==> config.mk <==
export PLATFORM = sky130hd
export DESIGN_NAME = life_automaton_row_step
export DESIGN_NICKNAME = d
export VERILOG_FILES = /design/src/design/lars_pkg.sv /design/src/design/lars_cell.sv /design/src/design/lars_queue.sv /design/src/design/life_automaton_row_step.sv
export VERILOG_INCLUDE_DIRS = /design/src /design/src/design
export SDC_FILE = /design/constraint.sdc
export NUM_CORES = 2
export LEC_CHECK = 0
export BUFFER_PORTS_ARGS = -buffer_cell sky130_fd_sc_hd__buf_2
export CORE_MARGIN = 2
export CORE_UTILIZATION = 51
export CTS_BUF_LIST = sky130_fd_sc_hd__clkbuf_8 sky130_fd_sc_hd__clkbuf_16
export DETAILED_ROUTE_END_ITERATION = 16
export HOLD_SLACK_MARGIN = 0.15
export PLACE_DENSITY = 0.73
export REMOVE_ABC_BUFFERS = 1
export SLEW_MARGIN = 20
export SYNTH_ARGS = -nofsm -noshare
export SYNTH_HDL_FRONTEND = slang
export SYNTH_SLANG_ARGS = --single-unit
export TNS_END_PERCENT = 1
==> constraint.sdc <==
create_clock -name clock -period 17.5 [get_ports clock]
set_input_delay 0 -clock clock [delete_from_list [all_inputs] [get_ports clock]]
set_output_delay 0 -clock clock [all_outputs]
set_load 0.02 [all_outputs]
==> src/design/life_automaton_row_step_assert.svh <==
// Assertion macros of the row stepper, included by lars_queue.
// Each macro expects signals named clock and reset in the enclosing scope.
`ifndef LIFE_AUTOMATON_ROW_STEP_ASSERT_SVH
`define LIFE_AUTOMATON_ROW_STEP_ASSERT_SVH

`define LARS_ASSERT_HOLDS(label, cond, msg) \
   label: assert property (@(posedge clock) disable iff (reset) (cond)) else $error(msg);

`define LARS_ASSERT_IMPLIES(label, ante, cons, msg) \
   label: assert property (@(posedge clock) disable iff (reset) (ante) |-> (cons)) else $error(msg);

`define LARS_ASSERT_NEXT(label, ante, cons, msg) \
   label: assert property (@(posedge clock) disable iff (reset) (ante) |=> (cons)) else $error(msg);

`endif

==> src/design/lars_pkg.sv <==
// Types and constants of the Life row stepper.
// No dependencies; imported by every module of the block.
package lars_pkg;

   localparam int unsigned ROW_BITS     = 64;
   localparam int unsigned ROW_NUM_BITS = 12;
   localparam int unsigned WIDTH_BITS   = 7;
   localparam int unsigned HEIGHT_BITS  = 13;
   localparam int unsigned MAX_ROWS     = 4096;
   localparam int unsigned ROW_LIMIT    = 4096;
   localparam int unsigned HEIGHT_CAP   = (MAX_ROWS > ROW_LIMIT) ? ROW_LIMIT : MAX_ROWS;
   localparam int unsigned GRID_MIN     = 3;
   localparam int unsigned QUEUE_DEPTH  = 4;

   localparam logic [3:0] BIRTH_COUNT   = 4'd3;
   localparam logic [3:0] SURVIVE_COUNT = 4'd2;

   localparam logic REG_GRID_WIDTH  = 1'b0;
   localparam logic REG_GRID_HEIGHT = 1'b1;

   typedef struct packed {
      logic [ROW_BITS-1:0]     next_cells;
      logic [ROW_NUM_BITS-1:0] row_number;
      logic                    frame_last;
   } rsp_entry_type;

   typedef struct packed {
      logic          first_valid;
      logic          second_valid;
      rsp_entry_type first;
      rsp_entry_type second;
   } queue_push_type;

endpackage

==> src/design/lars_cell.sv <==
// One column cell: holds the column's bits of the two previous rows.
// Uses lars_pkg for the B3/S23 counts; neighbours come from adjacent cells.
module lars_cell import lars_pkg::*; (
   input  logic clock,
   input  logic reset,
   input  logic advance,
   input  logic clear,
   input  logic row_bit,
   input  logic is_inner,
   input  logic is_edge,
   input  logic left_upper,
   input  logic left_mid,
   input  logic left_row,
   input  logic right_upper,
   input  logic right_mid,
   input  logic right_row,
   output logic upper_bit,
   output logic mid_bit,
   output logic next_bit
);

   logic       upper_ff, upper_in;
   logic       mid_ff, mid_in;
   logic [3:0] count;

   always_comb begin
      upper_in = mid_ff;
      mid_in   = row_bit;
   end

   always_ff @(posedge clock) begin
      if (reset || clear) begin
         upper_ff <= 1'b0;
         mid_ff   <= 1'b0;
      end else if (advance) begin
         upper_ff <= upper_in;
         mid_ff   <= mid_in;
      end
   end

   always_comb begin
      count = 4'(left_upper) + 4'(upper_ff) + 4'(right_upper)
            + 4'(left_mid) + 4'(right_mid)
            + 4'(left_row) + 4'(row_bit) + 4'(right_row);
      if (is_edge) begin
         next_bit = mid_ff;
      end else begin
         next_bit = is_inner &&
                    ((count == BIRTH_COUNT) || ((count == SURVIVE_COUNT) && mid_ff));
      end
   end

   assign upper_bit = upper_ff;
   assign mid_bit   = mid_ff;

endmodule

==> src/design/lars_queue.sv <==
// Result queue: takes up to two items a cycle, hands out one while rsp_ready is high.
// Uses lars_pkg for the entry and push types, and the assertion macro header.
`include "life_automaton_row_step_assert.svh"

module lars_queue import lars_pkg::*; (
   input  logic           clock,
   input  logic           reset,
   input  queue_push_type push,
   output logic           room,
   output logic           rsp_valid,
   input  logic           rsp_ready,
   output rsp_entry_type  head
);

   localparam int unsigned PtrBits   = $clog2(QUEUE_DEPTH);
   localparam int unsigned CountBits = $clog2(QUEUE_DEPTH + 1);

   rsp_entry_type        entries_ff [QUEUE_DEPTH];
   logic [PtrBits-1:0]   wr_ptr_ff, wr_ptr_in;
   logic [PtrBits-1:0]   rd_ptr_ff, rd_ptr_in;
   logic [CountBits-1:0] count_ff, count_in;
   logic [1:0]           push_n;
   logic                 pop;
   rsp_entry_type        lead;

   always_comb begin
      push_n    = 2'(push.first_valid) + 2'(push.second_valid);
      lead      = push.first_valid ? push.first : push.second;
      pop       = rsp_valid && rsp_ready;
      wr_ptr_in = wr_ptr_ff + PtrBits'(push_n);
      rd_ptr_in = rd_ptr_ff + PtrBits'(pop);
      count_in  = count_ff + CountBits'(push_n) - CountBits'(pop);
   end

   always_ff @(posedge clock) begin
      if (reset) begin
         wr_ptr_ff <= '0;
         rd_ptr_ff <= '0;
         count_ff  <= '0;
      end else begin
         wr_ptr_ff <= wr_ptr_in;
         rd_ptr_ff <= rd_ptr_in;
         count_ff  <= count_in;
      end
   end

   always_ff @(posedge clock) begin
      if (push_n != 2'd0) begin
         entries_ff[wr_ptr_ff] <= lead;
      end
      if (push_n == 2'd2) begin
         entries_ff[wr_ptr_ff + PtrBits'(1)] <= push.second;
      end
   end

   assign room      = count_ff <= CountBits'(QUEUE_DEPTH - 2);
   assign rsp_valid = count_ff != '0;
   assign head      = entries_ff[rd_ptr_ff];

   `LARS_ASSERT_HOLDS(a_count_bound, count_ff <= CountBits'(QUEUE_DEPTH), "queue count overrun")
   `LARS_ASSERT_IMPLIES(a_no_overflow, push_n != 2'd0, (4'(count_ff) + 4'(push_n)) <= 4'(QUEUE_DEPTH), "item pushed into full queue")
   `LARS_ASSERT_NEXT(a_pop_drains, pop && (push_n == 2'd0), count_ff == CountBits'($past(count_ff) - 1'b1), "pop did not drain queue")

endmodule

==> src/design/life_automaton_row_step.sv <==
// Life row stepper top level: configuration registers, cell chain and result queue.
// Depends on lars_pkg, lars_cell and lars_queue.
//
// Usage: rows of a frame enter on req_ (one 64-bit row per item, top row first,
// bit x is cell x). Results leave on rsp_: the next-generation row with its
// row number, and frame_last on the final item of each frame. Row 0 yields its
// own row at once, row 1 yields nothing, row r >= 2 yields computed row r-1,
// and the final row yields a second item carrying itself with frame_last set.
// A result is registered into the result queue when its row is accepted and is offered after any earlier items.
// Throughput: one row per cycle while req_ready is high. The final row of a
// frame puts two items into a four-entry result queue, and req_ready is low
// while that queue holds three or more items.
// A stalled receiver fills the queue and then holds off new rows; nothing is lost.
// Reset (synchronous) empties the queue, clears stored rows and row count, and
// sets grid_width and grid_height to 64. A write to either CSR (0x0 width,
// 0x4 height) restarts the frame; write only while the block is idle.
module life_automaton_row_step import lars_pkg::*; #(
   parameter int unsigned ROW_CELLS = 64
) (
   input  logic                    clock,
   input  logic                    reset,
   input  logic                    req_valid,
   output logic                    req_ready,
   input  logic [ROW_BITS-1:0]     req_row_cells,
   output logic                    rsp_valid,
   input  logic                    rsp_ready,
   output logic [ROW_BITS-1:0]     rsp_next_cells,
   output logic [ROW_NUM_BITS-1:0] rsp_row_number,
   output logic                    rsp_frame_last,
   input  logic                    csr_psel,
   input  logic                    csr_penable,
   input  logic                    csr_pwrite,
   input  logic [2:0]              csr_paddr,
   input  logic [31:0]             csr_pwdata,
   output logic [31:0]             csr_prdata,
   output logic                    csr_pready
);

   localparam logic [WIDTH_BITS-1:0]  WidthCap  = WIDTH_BITS'(ROW_CELLS);
   localparam logic [HEIGHT_BITS-1:0] HeightCap = HEIGHT_BITS'(HEIGHT_CAP);

   logic [WIDTH_BITS-1:0]   grid_width_ff, grid_width_in;
   logic [HEIGHT_BITS-1:0]  grid_height_ff, grid_height_in;
   logic [ROW_NUM_BITS-1:0] rows_seen_ff, rows_seen_in;
   logic [WIDTH_BITS-1:0]   width_act;
   logic [HEIGHT_BITS-1:0]  height_act;
   logic                    csr_write;
   logic                    accept;
   logic                    is_final;
   logic                    advance;
   logic                    clear;
   logic [ROW_CELLS-1:0]    row_bits;
   logic [ROW_CELLS-1:0]    upper_bits;
   logic [ROW_CELLS-1:0]    mid_bits;
   logic [ROW_CELLS-1:0]    next_bits;
   logic [ROW_CELLS+1:0]    row_ext;
   logic [ROW_CELLS+1:0]    upper_ext;
   logic [ROW_CELLS+1:0]    mid_ext;
   logic [ROW_BITS-1:0]     masked_row;
   logic [ROW_BITS-1:0]     gen_row;
   queue_push_type          push;
   logic                    queue_room;
   rsp_entry_type           head;

   // configuration port
   assign csr_write  = csr_psel && csr_penable && csr_pwrite;
   assign csr_pready = 1'b1;

   always_comb begin
      grid_width_in  = grid_width_ff;
      grid_height_in = grid_height_ff;
      if (csr_write) begin
         case (csr_paddr[2])
            REG_GRID_WIDTH:  grid_width_in  = csr_pwdata[WIDTH_BITS-1:0];
            REG_GRID_HEIGHT: grid_height_in = csr_pwdata[HEIGHT_BITS-1:0];
            default: ;
         endcase
      end
      case (csr_paddr[2])
         REG_GRID_WIDTH:  csr_prdata = 32'(grid_width_ff);
         REG_GRID_HEIGHT: csr_prdata = 32'(grid_height_ff);
         default:         csr_prdata = '0;
      endcase
   end

   always_ff @(posedge clock) begin
      if (reset) begin
         grid_width_ff  <= WIDTH_BITS'(64);
         grid_height_ff <= HEIGHT_BITS'(64);
      end else begin
         grid_width_ff  <= grid_width_in;
         grid_height_ff <= grid_height_in;
      end
   end

   // clamp to the active grid size
   always_comb begin
      if (grid_width_ff < WIDTH_BITS'(GRID_MIN)) begin
         width_act = WIDTH_BITS'(GRID_MIN);
      end else if (grid_width_ff > WidthCap) begin
         width_act = WidthCap;
      end else begin
         width_act = grid_width_ff;
      end
      if (grid_height_ff < HEIGHT_BITS'(GRID_MIN)) begin
         height_act = HEIGHT_BITS'(GRID_MIN);
      end else if (grid_height_ff > HeightCap) begin
         height_act = HeightCap;
      end else begin
         height_act = grid_height_ff;
      end
   end

   // row sequencing
   assign req_ready = queue_room;
   assign accept    = req_valid && req_ready;
   assign is_final  = {1'b0, rows_seen_ff} >= (height_act - HEIGHT_BITS'(1));
   assign advance   = accept && !is_final;
   assign clear     = csr_write || (accept && is_final);

   always_comb begin
      rows_seen_in = rows_seen_ff;
      if (csr_write || (accept && is_final)) begin
         rows_seen_in = '0;
      end else if (accept) begin
         rows_seen_in = rows_seen_ff + ROW_NUM_BITS'(1);
      end
   end

   always_ff @(posedge clock) begin
      if (reset) begin
         rows_seen_ff <= '0;
      end else begin
         rows_seen_ff <= rows_seen_in;
      end
   end

   // cell chain
   assign row_ext   = {1'b0, row_bits, 1'b0};
   assign upper_ext = {1'b0, upper_bits, 1'b0};
   assign mid_ext   = {1'b0, mid_bits, 1'b0};

   for (genvar x = 0; x < ROW_CELLS; x++) begin : g_col
      logic col_in, col_edge, col_inner;

      assign col_in    = width_act > WIDTH_BITS'(x);
      assign col_edge  = (x == 0) || (WIDTH_BITS'(x) == width_act - WIDTH_BITS'(1));
      assign col_inner = (x >= 1) && (WIDTH_BITS'(x + 1) < width_act);
      assign row_bits[x] = req_row_cells[x] && col_in;

      lars_cell u_cell (
         .clock       (clock),
         .reset       (reset),
         .advance     (advance),
         .clear       (clear),
         .row_bit     (row_bits[x]),
         .is_inner    (col_inner),
         .is_edge     (col_edge),
         .left_upper  (upper_ext[x]),
         .left_mid    (mid_ext[x]),
         .left_row    (row_ext[x]),
         .right_upper (upper_ext[x+2]),
         .right_mid   (mid_ext[x+2]),
         .right_row   (row_ext[x+2]),
         .upper_bit   (upper_bits[x]),
         .mid_bit     (mid_bits[x]),
         .next_bit    (next_bits[x])
      );
   end

   assign masked_row = ROW_BITS'(row_bits);
   assign gen_row    = ROW_BITS'(next_bits);

   // results of the accepted item
   always_comb begin
      push.first_valid        = accept && (rows_seen_ff != ROW_NUM_BITS'(1));
      push.first.next_cells   = (rows_seen_ff == '0) ? masked_row : gen_row;
      push.first.row_number   = (rows_seen_ff == '0) ? '0
                                                     : rows_seen_ff - ROW_NUM_BITS'(1);
      push.first.frame_last   = 1'b0;
      push.second_valid       = accept && is_final;
      push.second.next_cells  = masked_row;
      push.second.row_number  = rows_seen_ff;
      push.second.frame_last  = 1'b1;
   end

   lars_queue u_queue (
      .clock     (clock),
      .reset     (reset),
      .push      (push),
      .room      (queue_room),
      .rsp_valid (rsp_valid),
      .rsp_ready (rsp_ready),
      .head      (head)
   );

   assign rsp_next_cells = head.next_cells;
   assign rsp_row_number = head.row_number;
   assign rsp_frame_last = head.frame_last;

endmodule

**Word level (Yosys, flattened, before mapping)**

Memory sizes are Yosys's and may differ from the RTL's. A register that Yosys moved wholly into a read port is not among the register bits.
Cells that the tools add are included.

- Add/sub/neg operators: 448
- $lt $le $gt $ge: 133
- Equal/unequal tests: 191
- Muxes and demuxes: 76
- Bitwise operators: 1
- Reduce and logical (&&, ||, !) cells: 269

Operators with widths:

| cell | number |
|---|---|
| 4-bit by 1-bit adder with 4-bit output | 375 |
| 4-bit by 2-bit == test with 1-bit output (second input constant) | 126 |
| 6-bit by 7-bit == test with 1-bit output (first input constant) | 32 |
| 7-bit by 6-bit greater-than comparator with 1-bit output (second input constant) | 32 |
| 6-bit by 7-bit < comparator with 1-bit output (first input constant) | 32 |
| 1-bit logical AND | 197 |
| 1-bit by 1-bit adder with 2-bit output | 64 |
| 5-bit by 7-bit == test with 1-bit output (first input constant) | 16 |
| 7-bit by 5-bit greater-than comparator with 1-bit output (second input constant) | 16 |
| 5-bit by 7-bit < comparator with 1-bit output (first input constant) | 16 |
| 77-bit two-way mux | 1 |
| 1-bit two-way mux | 67 |
| 1-bit logical OR | 65 |
| 64-bit two-way mux | 1 |
| 32-bit one-hot mux with 2 select lines | 1 |
| 4-bit by 7-bit == test with 1-bit output (first input constant) | 8 |
| 7-bit by 4-bit greater-than comparator with 1-bit output (second input constant) | 8 |
| 4-bit by 7-bit < comparator with 1-bit output (first input constant) | 8 |
| 3-bit by 7-bit == test with 1-bit output (first input constant) | 4 |
| 7-bit by 3-bit greater-than comparator with 1-bit output (second input constant) | 4 |
| 3-bit by 7-bit < comparator with 1-bit output (first input constant) | 4 |
| 13-bit two-way mux | 2 |
| 2-bit by 7-bit == test with 1-bit output (first input constant) | 2 |
| 7-bit by 1-bit greater-than comparator with 1-bit output (second input constant) | 2 |
| other kinds (31) | 35 |

- Bits in registers: 167
- RAM bits: 308
- Input bits: 106
- Memories: 1

Memories:

| name | depth | width | read ports | clocked after memory_dff | wr ports | line | text |
|---|---|---|---|---|---|---|---|
| u_queue.entries_ff | 4 | 77 | 1 | 1 | 2 | lars_queue.sv:18 | `rsp_entry_type entries_ff [QUEUE_DEPTH];` |

**Logic depth before layout (Yosys ltp)**

- Depth after elaboration: 15
- Gate-level depth with buffers: 24
- Depth with buffers taken out: 21

**Cells and area by module**

Synthesis repeated with hierarchy kept, for this count alone.

- Cells, all modules: 3490
- Area total of the unflattened synthesis: 37410.9 sq um

By module, submodules not included:

| module | times used | cells each | area an instance (sq um) | seq. area each (sq um) |
|---|---|---|---|---|
| lars_cell | 64 | 31 | 267.8 | 40.0 |
| lars_queue | 1 | 796 | 15608.7 | 9389.0 |
| life_automaton_row_step | 1 | 710 | 4665.7 | 640.6 |

**Worst setup path after synthesis**

No wires, ideal clock.

- Path kind: register to register
- From: reg grid_height_ff[7]
- To: mem u_queue.entries_ff[1][10] (netlist name), enable pin
- Arrival time: 6082 ps
- Slack: 10981 ps
- Stages on the path, launching flop included: 22
- Buffers on the path: 4
- Period minus slack after synthesis: 6519 ps
- Cells stage by stage: dfxtp_1 > buf_2 > or4_4 > nor4_4 > o21ai_0 > ha_1 > a21bo_2 > nor2_1 > mux2i_1 > a21oi_1 > ha_1 > nand3_1 > a211oi_1 > a221o_1 > o21a_1 > buf_6 > buf_6 > nand2_1 > ha_1 > or3b_2 > clkbuf_1 > nand2_1

RTL lines:

| element | line | text |
|---|---|---|
| start: declaration | life_automaton_row_step.sv:43 | `logic [HEIGHT_BITS-1:0] grid_height_ff, grid_height_in;` |
| start signal: assignment | life_automaton_row_step.sv:92 | `grid_height_ff <= grid_height_in;` |
| end: declaration | lars_queue.sv:18 |  |

==> results.rst <==
.. list-table::
   :header-rows: 1

   * - Metric
     - Value
   * - Outcome
     - completed
   * - Initial core utilization
     - 51.7%
   * - Total half-perimeter wirelength after legalization and detailed placement
     - 72800 um
   * - Final count of pins violating max slew
     - 0
   * - Number of top-level pins
     - around 220
   * - First-pass GRT wire length
     - ~170000 um
   * - Worst slew slack as a fraction of its limit
     - 14.8%
   * - Routability cong.
     - 0.931
   * - Final number of hold-violating endpoints
     - 0
   * - Number of distinct library cell variants in the gate-level netlist after synthesis
     - 85
   * - Crit Path Max Fanout
     - 49
   * - Sequential-to-total area share from yosys stat
     - 36.7%
   * - Min-delay worst type
     - input pin to flip-flop
   * - CP Launch Type
     - flip-flop
   * - Overall overflow remaining after global route
     - 0
   * - Clk buf depth
     - 3
   * - Fraction of synthesized cell area taken by the top area cell type
     - 26.7%
   * - Period utilisation layout
     - 42.9%
   * - Finished layout cell area
     - just under 0.04 mm^2
   * - Count of synthesis-stage warnings from yosys
     - 0
   * - Clock tree from TritonCTS
     - yes
   * - Number of nets with antenna violations after routing
     - 0
   * - Unrepaired setup endpoints after global routing
     - false
   * - Primary flip-flop cell chosen by synthesis mapping
     - sky130_fd_sc_hd__edfxtp_1
   * - Top cells by instance count after synthesis
     - sky130_fd_sc_hd__inv_1 (458), sky130_fd_sc_hd__edfxtp_1 (304), sky130_fd_sc_hd__o22ai_1 (251)
   * - Clk Latency, worst-skew pair
     - 0.66 ns
   * - Count of state elements after synthesis
     - 475
   * - Gates resized, CTS repair
     - 0
   * - Hold Path Depth
     - 4
   * - Minimum setup slack in the final design
     - 9.99 ns
   * - Via count of the first global-routing pass
     - 28100
   * - Maximum Capacitance Violations
     - 0
   * - Synth area leader
     - sky130_fd_sc_hd__edfxtp_1
   * - TritonRoute pass-1 iters
     - 5
   * - Die height
     - roughly 260 um
   * - Number of flops mapped to enable cells by yosys
     - 304
   * - Depth of the worst register-to-register path
     - 22
   * - Startpoint-to-endpoint class of the critical path
     - flip-flop to flip-flop
   * - Die outline width
     - 263 um
   * - Antenna violations before repair
     - 4
   * - Placeable core region
     - 0.0661 mm^2
   * - H-Tree Level Count
     - 2
   * - Number of placement rows
     - between 90 and 100
   * - Arrival time at the worst endpoint
     - 7.96 ns
   * - Slowest cell delay on critical path
     - 0.79 ns
   * - Number of design rule violations left after detail routing
     - 0
   * - Area overhead of the layout relative to synthesis
     - 13.9%
   * - Vias per std cell
     - 6.48
   * - Fraction of final layout cells sized beyond drive strength 1
     - 14.4%
   * - Final sum of negative setup slack
     - 0 ns
   * - Via count
     - 27900
   * - Required time of the critical path
     - 17.95 ns
   * - Total clock sinks
     - 475
   * - Most frequently used cell type in the post-synthesis netlist
     - sky130_fd_sc_hd__inv_1
   * - Worst IR drop on VDD
     - 0.0000906 V
   * - Iteration-0 DRC count of the detailed router
     - ~3200
   * - Number of nets in the layout
     - 3956
   * - Kind of end point of the critical path
     - flip-flop
   * - Pin count of the biggest net entering global routing
     - 83
   * - Worst-case setup slack after placement
     - 10.15 ns
   * - Biggest area contributors in the synthesized netlist
     - sky130_fd_sc_hd__edfxtp_1 (27%), sky130_fd_sc_hd__fa_1 (15%), sky130_fd_sc_hd__dfxtp_1 (10%)
   * - Area enclosed by the die boundary
     - 0.0691 mm^2
   * - Setup repair bufs after CTS
     - 0
   * - Gate count of the mapped netlist
     - ~3200
   * - Count of buffers from port buffering
     - 176
   * - Static Leak
     - 15.7 nW
   * - Total global routing track utilization
     - 32.2%
   * - Reg clk slew, reported paths
     - 0.06 ns
   * - Post-synthesis cell area
     - roughly 0.034 mm^2
   * - Standard cell area after detailed placement
     - between 0.03 and 0.04 mm^2
   * - Worst clock skew
     - 0.0488 ns
   * - Mean Syn Cell Area
     - between 10 and 15 um^2
   * - Smallest hold slack
     - 0.184 ns
   * - Crit path time final
     - 7.51 ns
   * - Total Wirelength
     - 112000 um
   * - Final setup vio count
     - 0
   * - Library cell contributing the largest single delay on the critical path
     - sky130_fd_sc_hd__a21oi_2
   * - Cell-by-cell listing of the critical path
     - or4_4, nor4_4, o21ai_0, ha_1, a21bo_2, nor2_1, mux2i_1, a21oi_1, ha_1, nand3_1, a211oi_1, a221o_1, o21a_2, buf_4, nand2_1, ha_1, or3_2, buf_4, a21oi_2, nor2_2, buf_4, o22ai_1
   * - Routed wirelength normalized by instance count
     - 26.0 um
   * - Pwr Density
     - 110 mW/mm^2
   * - Total power
     - approximately 4.3 mW
   * - Async SR Flop Fraction
     - 0%
   * - Highest Clock Rate
     - 133 MHz
   * - Num CTS Buffers
     - 54
   * - CTS Root Cell
     - sky130_fd_sc_hd__clkbuf_16
   * - Least-Margin Pin Slew
     - 1.28 ns
==> cell usage in the layout, fill, tap and decap left out, types with 12 or more instances in the layout <==
| cell | count |
|---|---|
| sky130_fd_sc_hd__o31ai_1 | 47 |
| sky130_fd_sc_hd__nor3_1 | 28 |
| sky130_fd_sc_hd__a21oi_1 | 88 |
| sky130_fd_sc_hd__buf_2 | 176 |
| sky130_fd_sc_hd__and3_1 | 16 |
| sky130_fd_sc_hd__nand2_1 | 155 |
| sky130_fd_sc_hd__o22ai_1 | 251 |
| sky130_fd_sc_hd__dlygate4sd3_1 | 113 |
| sky130_fd_sc_hd__or3_1 | 12 |
| sky130_fd_sc_hd__conb_1 | 20 |
| sky130_fd_sc_hd__nor2_1 | 136 |
| sky130_fd_sc_hd__a211oi_1 | 13 |
| sky130_fd_sc_hd__nand3_1 | 38 |
| sky130_fd_sc_hd__a31oi_1 | 58 |
| sky130_fd_sc_hd__a32o_1 | 92 |
| sky130_fd_sc_hd__nor2b_1 | 63 |
| sky130_fd_sc_hd__inv_1 | 466 |
| sky130_fd_sc_hd__ha_1 | 209 |
| sky130_fd_sc_hd__dfxtp_1 | 167 |
| sky130_fd_sc_hd__xnor2_1 | 18 |
| sky130_fd_sc_hd__a22o_1 | 13 |
| sky130_fd_sc_hd__mux2i_1 | 14 |
| sky130_fd_sc_hd__o2bb2ai_1 | 12 |
| sky130_fd_sc_hd__nand2b_1 | 58 |
| sky130_fd_sc_hd__mux4_2 | 77 |
| sky130_fd_sc_hd__buf_4 | 58 |
| sky130_fd_sc_hd__mux2_2 | 28 |
| sky130_fd_sc_hd__clkbuf_16 | 54 |
| sky130_fd_sc_hd__o21ai_1 | 16 |
| sky130_fd_sc_hd__clkinv_1 | 12 |
| sky130_fd_sc_hd__nand4_1 | 15 |
| sky130_fd_sc_hd__and2_1 | 21 |
| sky130_fd_sc_hd__a21o_1 | 19 |
| sky130_fd_sc_hd__edfxtp_1 | 304 |
| sky130_fd_sc_hd__o21ai_0 | 72 |
| sky130_fd_sc_hd__fa_1 | 249 |
==> power by group <==
group / internal (mW) / leakage, nW / switching, mW
Sequential: 1.33 / 4.62 / 0.0942
Combinational: 0.629 / 10.1 / 0.999
Clock: 0.724 / 0.951 / 0.514
Total: 2.68 / 15.7 / 1.61
==> path summary, 6_finish.rpt <==
kind | start | to | slack (ns)
worst min-delay path | csr_pwdata[1] | grid_width_ff[1] | 0.18
worst max-delay path | grid_height_ff[7] | u_queue.entries_ff[0][34] | 9.99
worst max register to register | grid_height_ff[7] | u_queue.entries_ff[0][34] | 9.99
worst min register to register | g_col[63].u_cell.upper_bit | g_col[63].u_cell.upper_bit | 0.48
==> critical path, delay by kind of cell, from the launching register on <==
kind / cells / cell delay, ns
buffers and inverters: 3 / 1.48
adders and majority gates: 3 / 0.90
AOI/OAI and AO/OA: 8 / 2.19
DFF: 1 / 0.39
and+or+nand+nor: 7 / 2.11
muxes: 1 / 0.16
==> area by class of cell <==
cell class / count / area, um^2
Antenna cell: 3 / 7.51
Clock buffer: 56 / 1380
Clock inverter: 46 / 541
Fill cell: 5467 / 27200
Inverter: 459 / 1720
Multi-Input combinational cell: 2053 / 19100
Sequential cell: 475 / 12600
Tap cell: 864 / 1080
Timing Repair Buffer: 349 / 2500
==> state kept, by name (all words and copies together) (netlist names) <==
register,count
grid_height_ff,13
u_queue.rd_ptr_ff,2
g_col.u_cell.upper_bit,64
g_col.u_cell.mid_bit,64
rows_seen_ff,12
u_queue.count_ff,3
grid_width_ff,7
u_queue.entries_ff,308
u_queue.wr_ptr_ff,2
==> per-layer routing <==
metal	wire length (um)	global-route usage, %	vias up
li1	-	-	12000
met1	41600	42.1	13700
met2	50800	50.6	1794
met3	13700	8.09	372
met4	5760	15.3	0
met5	0	0	-
==> cell families (layout without fill, tap and decap cells) <==
| group | Yosys count | after routing | share of synthesized area, % |
|---|---|---|---|
| flops | 475 | 475 | 36.7 |
| buf+inv | 689 | 910 | 8.02 |
| compound gates | 811 | 811 | 16.7 |
| mux | 119 | 119 | 6.41 |
| simple gates | 624 | 624 | 9.31 |
| other cells | 2 | 23 | 0.0220 |
| fa+ha+maj | 458 | 458 | 22.2 |
| xor+xnor | 21 | 21 | 0.538 |
==> per-stage QoR <==
stage / instances / util, %
final: 4305 / 58.9
after global routing: 4302 / 58.9
after CTS: 4300 / 58.8
after detailed placement: 4085 / 54.2
after global placement: 4085 / 54.2
after floorplan: 2987 / -
==> what timing repair did <==
item                                    in CTS  in global routing
hold endpoints to repair                   309                  0
hold buffers                               113                  0
endpoints found under the setup margin       0                  0
Note: power is estimated with default switching activity, not from simulation.
